## config.mk

```make
export PLATFORM = sky130hd
export DESIGN_NAME = salc_ctrl
export DESIGN_NICKNAME = d
export VERILOG_FILES = /design/src/design/salc_pkg.sv /design/src/design/salc_ctrl.sv
export SDC_FILE = /design/constraint.sdc
export NUM_CORES = 1
export LEC_CHECK = 0
export ABC_AREA = 1
export ABC_CLOCK_PERIOD_IN_PS = 800
export BUFFER_PORTS_ARGS = -buffer_cell sky130_fd_sc_hd__buf_2
export CAP_MARGIN = 25
export CORE_AREA = 2 2 39 41
export CTS_BUF_LIST = sky130_fd_sc_hd__clkbuf_2
export DETAILED_ROUTE_END_ITERATION = 12
export DIE_AREA = 0 0 41 43
export PLACE_DENSITY_LB_ADDON = 0.05
export SETUP_SLACK_MARGIN = 0.02
export SLEW_MARGIN = 25
export SYNTH_ARGS = -nofsm -noshare
export SYNTH_HDL_FRONTEND = slang
export SYNTH_SLANG_ARGS = --single-unit
```

## constraint.sdc

```tcl
create_clock -name clock -period 0.8 [get_ports clock]
set_input_delay 0.04 -clock clock [delete_from_list [all_inputs] [get_ports clock]]
set_output_delay 0.04 -clock clock [all_outputs]
set_load 0.05 [all_outputs]
```

## src/design/salc_pkg.sv

```systemverilog
`default_nettype none
package salc_pkg;
   localparam int SET_COUNT_DEF   = 64;
   localparam int NUM_WAYS_DEF    = 4;
   localparam int BLOCK_BYTES_DEF = 64;
   localparam int ADDR_BITS_DEF   = 32;
   localparam int LAT_W = 10;
   localparam int PEN_W = 11;
   localparam int TIME_W = 32;
   localparam logic CSR_MEM_LAT = 1'b0;
   localparam logic CSR_WB_LAT  = 1'b1;
   localparam logic [1:0] OUT_HIT   = 2'd0;
   localparam logic [1:0] OUT_FILL  = 2'd1;
   localparam logic [1:0] OUT_CLEAN = 2'd2;
   localparam logic [1:0] OUT_DIRTY = 2'd3;

   typedef struct packed {
      logic load;
      logic update;
   } cmd_type;

   typedef struct packed {
      logic clearing;
   } status_type;
endpackage
`default_nettype wire

```

## src/design/salc_ctrl.sv

```systemverilog
`default_nettype none
module salc_ctrl (
   input  wire  clock,
   input  wire  reset,
   input  wire  req_valid,
   output logic req_ready,
   output logic rsp_valid,
   input  wire  rsp_ready,
   input  salc_pkg::status_type status,
   output salc_pkg::cmd_type cmd
);
   typedef enum logic [2:0] {
      S_IDLE = 3'b001,
      S_LOOK = 3'b010,
      S_HOLD = 3'b100
   } state_type;

   state_type state_ff, state_in;
   logic      rv_ff, rv_in;

   always_comb begin
      state_in = state_ff;
      rv_in = rv_ff;
      cmd = '0;
      req_ready = 1'b0;
      if (rv_ff && rsp_ready) begin
         rv_in = 1'b0;
      end
      case (state_ff)
         S_IDLE: begin
            req_ready = !status.clearing && (!rv_ff || rsp_ready);
            if (req_valid && req_ready) begin
               cmd.load = 1'b1;
               state_in = S_LOOK;
            end
         end
         S_LOOK: begin
            cmd.update = 1'b1;
            rv_in = 1'b1;
            state_in = S_IDLE;
         end
         default: state_in = S_IDLE;
      endcase
   end

   always_ff @(posedge clock) begin
      if (reset) begin
         state_ff <= S_IDLE;
         rv_ff <= 1'b0;
      end else begin
         state_ff <= state_in;
         rv_ff <= rv_in;
      end
   end

   assign rsp_valid = rv_ff;
endmodule
`default_nettype wire

```

# After elaboration in Yosys (flattened, before gate mapping)
# Index checks and enable logic that the tools add are counted.
[op_classes]
magnitude_cmp = 0
n_mux = 6
n_div = 0
bitwise = 1
n_mul = 0
shift = 0
reduce_logical = 8
n_eq_ne = 2
n_addsub = 0
[op_table]
columns = ["cell", "count"]
rows = [
  ["two-way mux 1 bit", 6],
  ["logical AND 1 bit", 3],
  ["== test 2 x 1 -> 1 bit (second input constant)", 1],
  ["== test 2 bit (second input constant)", 1],
  ["logical NOT 1 bit", 2],
  ["nonzero test 2 bit", 1],
  ["OR reduction 2 bit", 1],
  ["logical OR 1 bit", 1],
  ["inverter 1 bit", 1],
]
[totals]
ram_bits = 0
latchBits = 0
in_bits = 5
regBits = 3
elab_cells = 19
n_memories = 0
mem_bits_ro = 0
out_inout_bits = 4

# Depth between registers and ports, before layout
[logic_depth]
word_depth = 6
mapped_depth = 4
ltp_nobuf = 4

# Worst setup path after synthesis
# Ideal clock, no wire load.
[synth_timing]
path_kind = "flip-flop to output port"
start = "register rv_ff (netlist: rsp_valid)"
end = "output cmd[1] (netlist name)"
t_required_ns = 0.760
stages_incl_launch_ff = 4
t_arrival_ns = 1.375
setup_slack_ns = -0.615
path_buffers = 0
path_cell_list = "dfxtp_1 > nand2_2 > nand3_2 > nor2_1"
[synth_lines]
columns = ["element", "line", "rtl"]
rows = [
  ["start, declared", "salc_ctrl.sv:19", "logic rv_ff, rv_in;"],
  ["start signal, assigned", "salc_ctrl.sv:52", "rv_ff <= rv_in;"],
  ["end, declared", "salc_ctrl.sv:10", "output salc_pkg::cmd_type cmd"],
]

==> results.py <==
metrics = {
    "grt": {
        "grt_pass1_vias": 154,
        "antenna_found_initial": 0,
        "grt_max_degree": 4,
        "grtUsageTotal": 0.0512,
        "grt_pass1_wl_um": 538,
        "gr-total-overflow": 0,
    },
    "floorplanning": {
        "num_rows": 14,
        "dieArea_mm2": 0.00176,
        "die_w_um": 41,
        "core-area_mm2": 0.00138,
        "io-pin-count": 9,
        "start_util": 0.107,
        "die-height_um": 43,
    },
    "power": {
        "p_clk_frac": 0.433,
        "p_switching_mw": 0.145,
        "power_leakage_nw": 0.183,
        "total_power_mw": 0.480,
        "irDropWorstVdd_mv": 0.325,
        "pwr-share-seq": 0.327,
        "intPower_mw": 0.335,
        "switching_share": 0.302,
        "p_comb_frac": 0.240,
        "power.density_mw_per_mm2": 1440,
    },
    "place": {
        "place_area_um2": 243,
        "place_congestion": 0.638,
        "io_buffers": 8,
        "hpwl_um": 285,
    },
    "sta": {
        "rsz0062_at_grt": "true",
        "slew_headroom": 0.916,
        "hold_viol": 0,
        "fmax_mhz": 934,
        "timing.final.crit_share": 1.34,
        "holdWs_ns": 0.0887,
        "tightest_slew_ns": 0.126,
        "finalMaxSlewViolations": 0,
        "setup_viol": 4,
        "period_minus_slack_ns": 1.07,
        "finClkSkew_ns": 0.00262,
        "setup_ws_ns": -0.271,
    },
    "yosys": {
        "synthSimpleGateAreaFrac": 0.331,
        "yosys.area_share.xor_xnor": 0,
        "synth-seq-cells": 3,
        "synth_compound_area_frac": 0.0339,
        "syn_nets": 25,
        "seq_area_frac_synth": 0.407,
        "muxShareOfSynthArea": 0,
        "synth_fa_ha_area_frac": 0,
        "syn_inst": 20,
        "netlist_area_um2": 148,
        "synth_top_family_by_area": "simple AND/OR/NAND/NOR gates",
        "synth.distinct_cells": 11,
        "ys_warn_count": 0,
        "syn_area_per_cell_um2": 7.38,
    },
    "critical_path": {
        "critPathArrivalTime_ns": 1.03,
        "crit_top_cell": "nor2_4",
        "path_buf_inv": 2,
        "cp_top_family": "simple AND/OR/NAND/NOR gates",
        "reg2reg_slack_ns": -0.01,
        "crit_fanout": 3,
        "cp.required_ns": 0.76,
        "slowest_stage": "dfxtp_2",
        "criticalPathCategory": "register to output port",
        "end_kind": "output port",
        "max_stage_delay_ns": 0.31,
        "start_kind": "register",
        "crit_chain": "inv_2, nor2_4, nand3_4, nor2_4, buf_8",
    },
    "drt": {
        "drtIter0Drc": 0,
        "vias": 164,
        "wire_per_inst_um": 6.24,
        "drt-total-wl_um": 318,
        "vias_per_cell": 3.22,
        "drt_pass1_iterations": 1,
        "ant_nets": 0,
        "drc_errors": 0,
    },
    "clocking": {
        "clkSinkCount": 3,
        "cts_buffers": 3,
        "clkTransAtPathRegs_ns": 0.04,
        "clk_latency_ns": 0.20,
        "cts_tree": "yes",
        "cts_buffer_depth": 2,
        "root_buffer": "clkbuf_2",
        "cts-htree-levels": 1,
    },
    "final_layout": {
        "final_cell_mix": "inv_1 (4), clkbuf_2 (4), buf_2 (4), buf_8 (4)",
        "final_util": 0.241,
        "diodes": 0,
        "drive_gt1_frac": 0.743,
        "fin_area_um2": 334,
        "area_growth_pct": 126,
        "nets": 41,
    },
    "run_status": {
        "status": "finished with violations",
        "violations": "setup timing",
    },
    "run": {
        "cap_violations": 0,
    },
    "min_path": {
        "holdCritPathClass": "input port to register",
    },
}
cell families after synthesis:
| kind of cell | after synthesis |
|---|---|
| buffers and inverters | 8 |
| and+or+nand+nor | 8 |
| AOI/OAI and AO/OA | 1 |
| DFF | 3 |
tightest hold or removal path: cells and delay by family:
family	cells	cell delay, ns
AND/OR/NAND/NOR	2	0.13
buffers and inverters	1	0.08
worst paths after layout:
check,from,to,cells after the start
setup / recovery,state_ff[0],cmd[1],5
hold / removal,reset,state_ff[0],3
setup reg to reg,state_ff[0],rsp_valid,5
hold reg to reg,state_ff[0],state_ff[0],3
registers in the layout (all words and copies together) (netlist names):
signal and flops:
rsp_valid 1, state_ff 2
metrics by stage:
stage / setup WS (ns) / TNS, ns / std cells
4_1_cts: -0.292 / -0.739 / 51
2_1_floorplan: -0.101 / -0.179 / 20
3_5_place_dp: -0.172 / -0.308 / 45
6_report: -0.271 / -0.680 / 51
5_1_grt: -0.334 / -0.891 / 51
3_3_place_gp: -0.169 / -0.300 / 45
routing by layer:
metal,share of wire,up-vias,track usage
li1,-,87,-
met1,0.41,69,0.0545
met2,0.49,6,0.0594
met5,0,-,0
met3,0.050,2,0.0157
met4,0.047,0,0.0800
power by group through the flow:
stage	clock [mW]	combinational [mW]	sequential, mW
floorplan	0	0.0673	0.158
global placement	0	0.0898	0.157
detailed placement	0	0.0901	0.158
CTS	0.220	0.114	0.157
global route	0.232	0.124	0.157
finish	0.208	0.115	0.157
synthesized netlist by cell type:
library cell | count | area [um^2]
inv_1 | 6 | 22.5
inv_2 | 1 | 3.75
nor2_1 | 3 | 11.3
dfxtp_1 | 3 | 60.1
a21oi_1 | 1 | 5.00
nand3_2 | 1 | 10.0
nand2_1 | 1 | 3.75
buf_4 | 1 | 7.51
nor2_4 | 1 | 11.3
nand2_2 | 1 | 6.26
nand4_1 | 1 | 6.26
what timing repair did:
item / in CTS / in global routing
resized for setup: 15 / 3
endpoints found under the hold margin: 1 / 0
buffers inserted: 1 / 0
endpoints found under the setup margin: 4 / 7
hold buffers: 1 / 0
pin swaps: 3 / 1
final cells by class:
cell class,count,area (um^2)
Clock buffer,4,20.0
Fill cell,159,1050
Inverter,7,30.0
Multi-Input combinational cell,9,81.3
Sequential cell,3,66.3
Tap cell,16,20.0
Timing Repair Buffer,12,116
(Power assumes the default switching activity.)
